==> src/sv/bthd_pkg.sv <==
// ----------------------------------------------------------------------------
// bthd_pkg: shared types and constants
// Request and response structs, parse phases, status and object codes.
// ----------------------------------------------------------------------------
`default_nettype none

package bthd_pkg;

   typedef enum logic [2:0] {
      ST_OK          = 3'd0,
      ST_TOO_SHORT   = 3'd1,
      ST_BAD_VERSION = 3'd2,
      ST_ENCRYPTED   = 3'd3,
      ST_TRUNCATED   = 3'd4,
      ST_UNKNOWN     = 3'd5,
      ST_MISSING     = 3'd6
   } status_type;

   typedef enum logic [4:0] {
      PH_HEADER = 5'b00001,
      PH_OBJID  = 5'b00010,
      PH_FIRST  = 5'b00100,
      PH_SECOND = 5'b01000,
      PH_ERROR  = 5'b10000
   } phase_type;

   typedef enum logic [1:0] {
      OBJ_PACKET_ID   = 2'd0,
      OBJ_BATTERY     = 2'd1,
      OBJ_TEMPERATURE = 2'd2,
      OBJ_HUMIDITY    = 2'd3
   } obj_type;

   localparam logic [2:0]  HDR_VERSION    = 3'd2;
   localparam logic [15:0] HUMIDITY_LIMIT = 16'd10000;

   // presence flag bit positions
   localparam int FLAG_TEMP = 0;
   localparam int FLAG_HUM  = 1;
   localparam int FLAG_BAT  = 2;

   typedef struct packed {
      logic [7:0] data_byte;
      logic       last_byte;
      logic       empty_packet;
   } req_type;

   typedef struct packed {
      status_type         status;
      logic signed [15:0] temperature_centi;
      logic [15:0]        humidity_centi;
      logic [7:0]         battery_percent;
      logic               temperature_seen;
      logic               humidity_seen;
      logic               battery_seen;
   } rsp_type;

endpackage

`default_nettype wire

==> src/sv/bthd_parser.sv <==
// ----------------------------------------------------------------------------
// bthd_parser: payload parse state and result formation
// Walks header and objects one byte per request, builds the response.
// ----------------------------------------------------------------------------
`default_nettype none

module bthd_parser (
   input  wire logic             clock,
   input  wire logic             reset,
   input  wire logic             go,
   input  wire bthd_pkg::req_type req,
   output bthd_pkg::rsp_type     rsp
);

   bthd_pkg::phase_type  phase_ff, phase_in, phase_nx;
   bthd_pkg::obj_type    obj_ff, obj_in, obj_nx;
   bthd_pkg::status_type err_ff, err_in, err_nx;
   logic [7:0]           low_ff, low_in, low_nx;
   logic [15:0]          temp_ff, temp_in, temp_nx;
   logic [15:0]          hum_ff, hum_in, hum_nx;
   logic [7:0]           bat_ff, bat_in, bat_nx;
   logic [2:0]           flags_ff, flags_in, flags_nx;
   bthd_pkg::status_type status;

   // state after taking the current byte
   always_comb begin
      phase_nx = phase_ff;
      obj_nx   = obj_ff;
      err_nx   = err_ff;
      low_nx   = low_ff;
      temp_nx  = temp_ff;
      hum_nx   = hum_ff;
      bat_nx   = bat_ff;
      flags_nx = flags_ff;
      if (!req.empty_packet) begin
         unique case (phase_ff)
            bthd_pkg::PH_HEADER: begin
               if (req.data_byte[7:5] != bthd_pkg::HDR_VERSION) begin
                  phase_nx = bthd_pkg::PH_ERROR;
                  err_nx   = bthd_pkg::ST_BAD_VERSION;
               end else if (req.data_byte[0]) begin
                  phase_nx = bthd_pkg::PH_ERROR;
                  err_nx   = bthd_pkg::ST_ENCRYPTED;
               end else begin
                  phase_nx = bthd_pkg::PH_OBJID;
               end
            end
            bthd_pkg::PH_OBJID: begin
               if (req.data_byte[7:2] == 6'd0) begin
                  obj_nx   = bthd_pkg::obj_type'(req.data_byte[1:0]);
                  phase_nx = bthd_pkg::PH_FIRST;
               end else begin
                  phase_nx = bthd_pkg::PH_ERROR;
                  err_nx   = bthd_pkg::ST_UNKNOWN;
               end
            end
            bthd_pkg::PH_FIRST: begin
               unique case (obj_ff)
                  bthd_pkg::OBJ_PACKET_ID: begin
                     phase_nx = bthd_pkg::PH_OBJID;
                  end
                  bthd_pkg::OBJ_BATTERY: begin
                     bat_nx                     = req.data_byte;
                     flags_nx[bthd_pkg::FLAG_BAT] = 1'b1;
                     phase_nx                   = bthd_pkg::PH_OBJID;
                  end
                  default: begin
                     low_nx   = req.data_byte;
                     phase_nx = bthd_pkg::PH_SECOND;
                  end
               endcase
            end
            bthd_pkg::PH_SECOND: begin
               if (obj_ff == bthd_pkg::OBJ_TEMPERATURE) begin
                  temp_nx                       = {req.data_byte, low_ff};
                  flags_nx[bthd_pkg::FLAG_TEMP] = 1'b1;
               end else begin
                  hum_nx                       = {req.data_byte, low_ff};
                  flags_nx[bthd_pkg::FLAG_HUM] = 1'b1;
               end
               phase_nx = bthd_pkg::PH_OBJID;
            end
            default: begin
               // error phase: bytes are dropped
            end
         endcase
      end
   end

   always_comb begin
      unique case (phase_nx)
         bthd_pkg::PH_HEADER: status = bthd_pkg::ST_TOO_SHORT;
         bthd_pkg::PH_FIRST,
         bthd_pkg::PH_SECOND: status = bthd_pkg::ST_TRUNCATED;
         bthd_pkg::PH_OBJID: begin
            if (!flags_nx[bthd_pkg::FLAG_TEMP] || !flags_nx[bthd_pkg::FLAG_HUM] ||
                (hum_nx > bthd_pkg::HUMIDITY_LIMIT)) begin
               status = bthd_pkg::ST_MISSING;
            end else begin
               status = bthd_pkg::ST_OK;
            end
         end
         default: status = err_nx;
      endcase
   end

   always_comb begin
      rsp.status            = status;
      rsp.temperature_centi = temp_nx;
      rsp.humidity_centi    = hum_nx;
      rsp.battery_percent   = bat_nx;
      rsp.temperature_seen  = flags_nx[bthd_pkg::FLAG_TEMP];
      rsp.humidity_seen     = flags_nx[bthd_pkg::FLAG_HUM];
      rsp.battery_seen      = flags_nx[bthd_pkg::FLAG_BAT];
   end

   // the last request of a packet returns the parser to its start state
   always_comb begin
      if (req.last_byte) begin
         phase_in = bthd_pkg::PH_HEADER;
         obj_in   = bthd_pkg::OBJ_PACKET_ID;
         err_in   = bthd_pkg::ST_OK;
         low_in   = 8'd0;
         temp_in  = 16'd0;
         hum_in   = 16'd0;
         bat_in   = 8'd0;
         flags_in = 3'd0;
      end else begin
         phase_in = phase_nx;
         obj_in   = obj_nx;
         err_in   = err_nx;
         low_in   = low_nx;
         temp_in  = temp_nx;
         hum_in   = hum_nx;
         bat_in   = bat_nx;
         flags_in = flags_nx;
      end
   end

   always_ff @(posedge clock) begin
      if (reset) begin
         phase_ff <= bthd_pkg::PH_HEADER;
         obj_ff   <= bthd_pkg::OBJ_PACKET_ID;
         err_ff   <= bthd_pkg::ST_OK;
         low_ff   <= 8'd0;
         temp_ff  <= 16'd0;
         hum_ff   <= 16'd0;
         bat_ff   <= 8'd0;
         flags_ff <= 3'd0;
      end else if (go) begin
         phase_ff <= phase_in;
         obj_ff   <= obj_in;
         err_ff   <= err_in;
         low_ff   <= low_in;
         temp_ff  <= temp_in;
         hum_ff   <= hum_in;
         bat_ff   <= bat_in;
         flags_ff <= flags_in;
      end
   end

   a_err_code: assert property (@(posedge clock) disable iff (reset)
      (phase_ff == bthd_pkg::PH_ERROR) |->
         (err_ff == bthd_pkg::ST_BAD_VERSION || err_ff == bthd_pkg::ST_ENCRYPTED ||
          err_ff == bthd_pkg::ST_UNKNOWN))
      else $error("error phase without an error code");

   a_header_clean: assert property (@(posedge clock) disable iff (reset)
      (phase_ff == bthd_pkg::PH_HEADER) |-> (flags_ff == 3'd0))
      else $error("presence flags set before a header");

endmodule

`default_nettype wire

==> src/sv/bthome_v2_climate_decoder.sv <==
// ----------------------------------------------------------------------------
// bthome_v2_climate_decoder: BTHome v2 climate payload decoder
// Input register, single-pass parser and registered response.
// ----------------------------------------------------------------------------
// One payload byte is taken per request, and a request can be accepted every
// clock cycle. Each request sits in an input register while the parser
// updates its state; a request marked last produces one response in the
// output register, loaded from the parser as the input register is freed.
// The throughput is set by the single parse stage; the input only stalls when
// a last request finds the response register still full and not being taken.
`default_nettype none

module bthome_v2_climate_decoder (
   input  wire logic              clock,
   input  wire logic              reset,
   input  wire logic              req_valid,
   output      logic              req_ready,
   input  wire bthd_pkg::req_type req_data,
   output      logic              rsp_valid,
   input  wire logic              rsp_ready,
   output      bthd_pkg::rsp_type rsp_data
);

   logic              in_vld_ff, in_vld_in;
   bthd_pkg::req_type in_req_ff;
   logic              out_vld_ff, out_vld_in;
   bthd_pkg::rsp_type out_rsp_ff;
   bthd_pkg::rsp_type parse_rsp;
   logic              proc_go;
   logic              out_load;

   // a non-last request never needs the response register
   assign proc_go   = in_vld_ff && (!in_req_ff.last_byte || !out_vld_ff || rsp_ready);
   assign out_load  = proc_go && in_req_ff.last_byte;
   assign req_ready = !in_vld_ff || proc_go;

   assign in_vld_in  = (req_valid && req_ready) || (in_vld_ff && !proc_go);
   assign out_vld_in = out_load || (out_vld_ff && !rsp_ready);

   bthd_parser u_parser (
      .clock (clock),
      .reset (reset),
      .go    (proc_go),
      .req   (in_req_ff),
      .rsp   (parse_rsp)
   );

   always_ff @(posedge clock) begin
      if (reset) begin
         in_vld_ff  <= 1'b0;
         out_vld_ff <= 1'b0;
      end else begin
         in_vld_ff  <= in_vld_in;
         out_vld_ff <= out_vld_in;
      end
   end

   always_ff @(posedge clock) begin
      if (req_valid && req_ready) begin
         in_req_ff <= req_data;
      end
      if (out_load) begin
         out_rsp_ff <= parse_rsp;
      end
   end

   assign rsp_valid = out_vld_ff;
   assign rsp_data  = out_rsp_ff;

   a_last_gives_rsp: assert property (@(posedge clock) disable iff (reset)
      out_load |=> out_vld_ff)
      else $error("last request did not produce a response");

   a_ok_has_climate: assert property (@(posedge clock) disable iff (reset)
      (out_vld_ff && out_rsp_ff.status == bthd_pkg::ST_OK) |->
         (out_rsp_ff.temperature_seen && out_rsp_ff.humidity_seen &&
          out_rsp_ff.humidity_centi <= bthd_pkg::HUMIDITY_LIMIT))
      else $error("ok status without valid climate data");

   a_short_is_empty: assert property (@(posedge clock) disable iff (reset)
      (out_vld_ff && out_rsp_ff.status == bthd_pkg::ST_TOO_SHORT) |->
         (!out_rsp_ff.temperature_seen && !out_rsp_ff.humidity_seen &&
          !out_rsp_ff.battery_seen))
      else $error("too_short response carries decoded fields");

endmodule

`default_nettype wire

==> config.mk <==
export PLATFORM = sky130hd
export DESIGN_NAME = bthome_v2_climate_decoder
export DESIGN_NICKNAME = d
export VERILOG_FILES = /design/src/sv/bthd_pkg.sv /design/src/sv/bthd_parser.sv /design/src/sv/bthome_v2_climate_decoder.sv
export SDC_FILE = /design/constraint.sdc
export NUM_CORES = 1
export LEC_CHECK = 0
export BUFFER_PORTS_ARGS = -buffer_cell sky130_fd_sc_hd__buf_2
export CORE_MARGIN = 3
export CORE_UTILIZATION = 35
export CTS_BUF_LIST = sky130_fd_sc_hd__clkbuf_4
export DETAILED_ROUTE_END_ITERATION = 6
export PLACE_DENSITY = 0.53
export SLEW_MARGIN = 20
export SYNTH_ARGS = -nofsm -noshare
export SYNTH_HDL_FRONTEND = slang
export SYNTH_SLANG_ARGS = --single-unit
==> constraint.sdc <==
create_clock -name clock -period 3.6 [get_ports clock]
set_input_delay 0.36 -clock clock [delete_from_list [all_inputs] [get_ports clock]]
set_output_delay 0.36 -clock clock [all_outputs]
set_load 0.05 [all_outputs]
Yosys cells after proc, flatten, opt, wreduce, memory -nomap -nowiden. Cells that the tools add are included.

Output and inout bits: 48. Register bits after elaboration: 119.

Muxes and demuxes: 42. Eq/ne operators: 13. Reductions and logical operators: 28. Magnitude comparators: 1.

Operators by type and width (number): $mux 16 (8); $mux 8 (8); $mux 5 (5); $mux 3 (8); $pmux 5 s4 (1); $gt 16x14->1 const B (1); $eq 5x1->1 const B (2); $eq 5x2->1 const B (2); $eq 5x3->1 const B (2); $eq 5x4->1 const B (2); $mux 2 (5); $pmux 3 s3 (1); $reduce_and 4->1 (2); $logic_not 1->1 (7); $logic_or 1x1->1 (7); $logic_not 6->1 (1); $pmux 3 s2 (1); $reduce_bool 2->1 (3); $logic_and 1x1->1 (5); $mux 1 (4); $mux 4 (1); $ne 2x1->1 const B (2); $reduce_or 2->1 (2); $ne 3x2->1 const B (1); other kinds (3) (3).

Logic depth before layout (Yosys ltp).
Depth in word-level cells: 9. Gate-level depth with buffers: 9. Depth with buffers taken out: 6.

Cells and area by module. Synthesis repeated with hierarchy kept, for this count alone.

Cells, all modules: 528. Area total of the unflattened synthesis: 5062.4 µm².

Modules (own cells, without submodules): bthd_parser (cells an instance 460, area each 3276.9 µm², instances 1, sequential area each 1221.2 µm²); bthome_v2_climate_decoder (cells an instance 68, area each 1785.5 µm², instances 1, sequential area each 1721.7 µm²).

Least setup slack after synthesis. Ideal clock, no wire load.

Path type: register to register. Start: register out_vld_ff, in the netlist rsp_valid. End: register out_rsp_ff (netlist bit rsp_data[0]), enable pin. Library setup time: 0.403 ns. Stages on the path, launching flop included: 6. Arrival: 2.070 ns. Required time: 3.197 ns. Setup slack: 1.128 ns. Cells stage by stage: dfxtp_1 > nand3b_1 > and2_1 > clkbuf_1 > nand2_1 > inv_1.

Longest elaborated chain between the ends: 5.

RTL lines: from (decl) (line bthome_v2_climate_decoder.sv:26) `logic out_vld_ff, out_vld_in;`; from (signal assigned) (line bthome_v2_climate_decoder.sv:54) `out_vld_ff <= out_vld_in;`; $logic_not 1->1 (line bthome_v2_climate_decoder.sv:33) `assign proc_go = in_vld_ff && (!in_req_ff.last_byte || !out_vld_ff || rsp_ready);`; $logic_or 1x1->1 (2 in series) (line bthome_v2_climate_decoder.sv:33); $logic_and 1x1->1 (line bthome_v2_climate_decoder.sv:33); $logic_and 1x1->1 (line bthome_v2_climate_decoder.sv:34) `assign out_load = proc_go && in_req_ff.last_byte;`; via out_load (line bthome_v2_climate_decoder.sv:30) `logic out_load;`; to (signal assigned) (line bthome_v2_climate_decoder.sv:63) `out_rsp_ff <= parse_rsp;`; to (decl) (line bthome_v2_climate_decoder.sv:27) `bthd_pkg::rsp_type out_rsp_ff;`.

The timed path passes the listed nets, and every way through them passes these cells. A chain may end at the register's enable or synchronous reset.

==> impl_metrics.toml <==
[run_status]
result_of_the_run = "complete, no violations"

[drt]
detail_route.first_pass.iterations = 5
detail_route.drc_violations = 0
postRouteAntennaNets = 0
wire_per_inst_um = 17.3
via_density_per_instance = 5.30
drt_first_iter_violations = 378
vias = 3883
finalWirelength_um = 12700

[die]
floorplan.die.width_um = 126
start_util_pct = 36.1
io_pins = 62
row_count = 43
design.core.area_um2 = 14000
chipHeight_um = 126
die-area_um2 = 16000

[synth]
synth_most_common_cell = "sky130_fd_sc_hd__nor2_1"
post-synth-top-area-fraction_pct = 33.2
synth_enable_flop_cells = 56
synth_cells = 473
synth.distinct_cells = 52
post_synth_top_cells = "70 x sky130_fd_sc_hd__nor2_1, 63 x sky130_fd_sc_hd__dfxtp_1, 60 x sky130_fd_sc_hd__nand2_1"
synth_top_cells_by_area = "sky130_fd_sc_hd__edfxtp_1 33%, sky130_fd_sc_hd__dfxtp_1 25%, sky130_fd_sc_hd__a22oi_1 6.2%, sky130_fd_sc_hd__nor2_1 5.2%, sky130_fd_sc_hd__nand2_1 4.4%"
syn_avg_cell_area_um2 = 10.7
synth_warnings = 0
sequential_to_total_area_share_from_yosys_stat_pct = 58.0
netlist.top_cell.by_area = "sky130_fd_sc_hd__edfxtp_1"
ys_dominant_reg_cell = "sky130_fd_sc_hd__dfxtp_1"
asyncSetResetFlopFracSynth_pct = 0
synth_cell_area_um2 = 5070
synth.ff_latch_count = 119
synthesis.nets = 487

[setup_path]
cp-end-kind = "register"
crit_required_ps = 3860
critical_path.reg2reg.startpoint = "u_parser.phase_ff[1]"
worstPathMaxFanout = 12
critical_path.endpoint = "rsp_data[45]"
reg2regPathDepth = 6
timing_worst_setup_path_type = "reg -> reg"
worst-endpoint-arrival_ps = 2990
rr_endpoint = "rsp_data[45]"
setup.worst_path.start_class = "register"
cp-startpoint = "u_parser.phase_ff[1]"
worst-r2r-setup-slack_ps = 880

[placement]
buffer_ports.inserted = 61
gp_congestion = 0.876
total_placed_cells_including_tap_cells = 689
dp_hpwl_um = 8150

[job]
max_cap_viol_count = 0

[final_layout]
diodes = 0
layout.nets = 553
area_growth_pct = 18.2
instances_no_fill = 732
layout_cell_share_with_drive_strength_beyond_1_pct = 27.0

[clock_tree]
clockRootBuffer = "sky130_fd_sc_hd__clkbuf_4"
cts.htree.levels = 4
cts_setup_buffers = 0
tritoncts = "done"
clk_pin_slew_ps = 110
clock_sink_count = 119
clk_latency_ps = 540
number_of_cts_inserted_buffers = 17
clockBufferDepth = 2

[sta]
max_freq_mhz = 367
hold_viol_final = 0
clock_skew_ps = 23.2
finalMaxSlewViolations = 0
min_period_over_period_pct = 75.7
setup-tns-final_ps = 0
period_minus_slack_ps = 2720
whs_ps = 93.6
slew_headroom_pct = 42.8
worst_slew_pin_slew_ps = 858
setup_viol_count_final = 0
grt_setup_unrepaired = "false"

[min_path]
min-delay-path-class = "in -> reg"

[grt]
via_count_of_the_first_global_routing_pass = 3859
grt_first_pass_wirelength_um = 20300
grt.overflow.total = 0
antenna_found_initial = 0
grt_total_usage_pct = 16.5
largest_net_degree_at_the_start_of_global_routing = 43

[power]
power.combinational.fraction_pct = 5.1
cellPowerDensity_nw_per_um2 = 454
switching_part_of_the_total_power_pct = 23.1
power.static_leakage_nw = 2.41
seqPwrFrac_pct = 53.1
p_clk_share_pct = 41.8
internal_power_mw = 2.09
peakVddDrop_v = 0.000189
power_switching_mw = 0.630
layout by cell type, fill, tap and decap left out, types with 3 or more instances in the layout:
cell / synthesis / final
sky130_fd_sc_hd__and2_1: 6 / 6
sky130_fd_sc_hd__nand2b_1: 6 / 6
sky130_fd_sc_hd__a22oi_1: 42 / 42
sky130_fd_sc_hd__buf_2: 3 / 61
sky130_fd_sc_hd__mux2_4: 9 / 9
sky130_fd_sc_hd__inv_1: 4 / 3
sky130_fd_sc_hd__mux2i_1: 4 / 4
sky130_fd_sc_hd__dlygate4sd3_1: 0 / 11
sky130_fd_sc_hd__nor4b_1: 3 / 3
sky130_fd_sc_hd__clkbuf_4: 0 / 18
sky130_fd_sc_hd__dfxtp_1: 63 / 63
sky130_fd_sc_hd__a32oi_1: 3 / 3
sky130_fd_sc_hd__nor3_1: 9 / 9
sky130_fd_sc_hd__inv_4: 0 / 3
sky130_fd_sc_hd__mux2_2: 15 / 15
sky130_fd_sc_hd__clkinv_2: 0 / 3
sky130_fd_sc_hd__nand2_1: 60 / 60
sky130_fd_sc_hd__o21ai_0: 14 / 14
sky130_fd_sc_hd__a21oi_1: 10 / 10
sky130_fd_sc_hd__nor2_1: 70 / 70
sky130_fd_sc_hd__bufinv_16: 0 / 5
sky130_fd_sc_hd__nand3_1: 6 / 6
sky130_fd_sc_hd__a22oi_2: 9 / 9
sky130_fd_sc_hd__or4_1: 4 / 4
sky130_fd_sc_hd__nor4_1: 4 / 4
sky130_fd_sc_hd__buf_4: 0 / 12
sky130_fd_sc_hd__edfxtp_1: 56 / 56
stage by stage:
| stage | total power, mW | cell area, µm² | setup slack, ps | util, % |
|---|---|---|---|---|
| global route | 2.84 | 6000 | 616 | 42.7 |
| CTS | 2.76 | 6000 | 829 | 42.7 |
| floorplan | 1.56 | 5070 | 1130 | - |
| detailed placement | 1.61 | 5550 | 866 | 39.5 |
| global placement | 1.61 | 5540 | 929 | 39.5 |
| finish | 2.72 | 6000 | 875 | 42.7 |
layer usage:
metal / wire length (µm) / up-vias / global-route usage [%] / part of all wire [%]
li1: - / 1852 / - / -
met1: 5610 / 1863 / 20.9 / 44
met2: 6050 / 142 / 26.3 / 48
met3: 763 / 26 / 5.09 / 6.0
met4: 254 / 0 / 6.56 / 2.0
met5: 0 / - / 0 / 0
critical path: stages (launching register included):
cell	delay, ps
sky130_fd_sc_hd__dfxtp_1	440
sky130_fd_sc_hd__nor4_4	460
sky130_fd_sc_hd__nand3_1	480
sky130_fd_sc_hd__nor4b_1	420
sky130_fd_sc_hd__a41oi_1	80
sky130_fd_sc_hd__a21boi_0	410
sky130_fd_sc_hd__o211ai_1	170
worst min path at each step:
stage	slack, ps	end	depth (start not counted)	from
finish	90	rsp_valid	3	rsp_ready
global route	40	rsp_valid	3	rsp_ready
CTS	40	rsp_valid	3	rsp_ready
detailed placement	450	u_parser.flags_ff[0]	1	u_parser.flags_ff[0]
global placement	450	u_parser.err_ff[0]	2	u_parser.err_ff[0]
floorplan	430	u_parser.flags_ff[0]	1	u_parser.flags_ff[0]
cell families (layout without fill, tap and decap cells):
kind of cell | after synthesis | count (layout) | synth area share [%]
and+or+nand+nor | 188 | 188 | 17.5
muxes | 28 | 28 | 6.78
AOI/OAI and AO/OA | 95 | 95 | 13.9
DFF | 119 | 119 | 58.0
buffers and inverters | 42 | 121 | 3.70
xor gates and xnor gates | 1 | 1 | 0.173
cell type report:
cell class	instances	area, µm²
Clock inverter	14	204
Fill cell	1366	8050
Multi-Input combinational cell	312	1950
Timing Repair Buffer	85	526
Inverter	4	15.0
Tap cell	180	225
Sequential cell	119	2940
Clock buffer	18	135
power groups by stage:
| stage | Clock, mW | Combinational, mW | Sequential [mW] |
|---|---|---|---|
| 3_5_place_dp | 0 | 0.130 | 1.48 |
| 2_1_floorplan | 0 | 0.0713 | 1.49 |
| 3_3_place_gp | 0 | 0.129 | 1.48 |
| 4_1_cts | 1.17 | 0.139 | 1.45 |
| 6_report | 1.14 | 0.137 | 1.45 |
| 5_1_grt | 1.24 | 0.150 | 1.45 |
sequential cells by signal, summed over array words and instances, names as in the netlist:
register           flops
u_parser.err_ff        3
u_parser.bat_ff        8
u_parser.flags_ff      3
u_parser.obj_ff        2
u_parser.temp_ff      16
rsp_valid              1
in_req_ff             10
in_vld_ff              1
u_parser.phase_ff      5
u_parser.low_ff        8
u_parser.hum_ff       16
rsp_data              46
timing repair:
item                      4_1_cts  5_1_grt
gates resized for setup         0        0
hold buffers                   11        0
hold endpoints to repair       11        0
(Power assumes the default switching activity.)
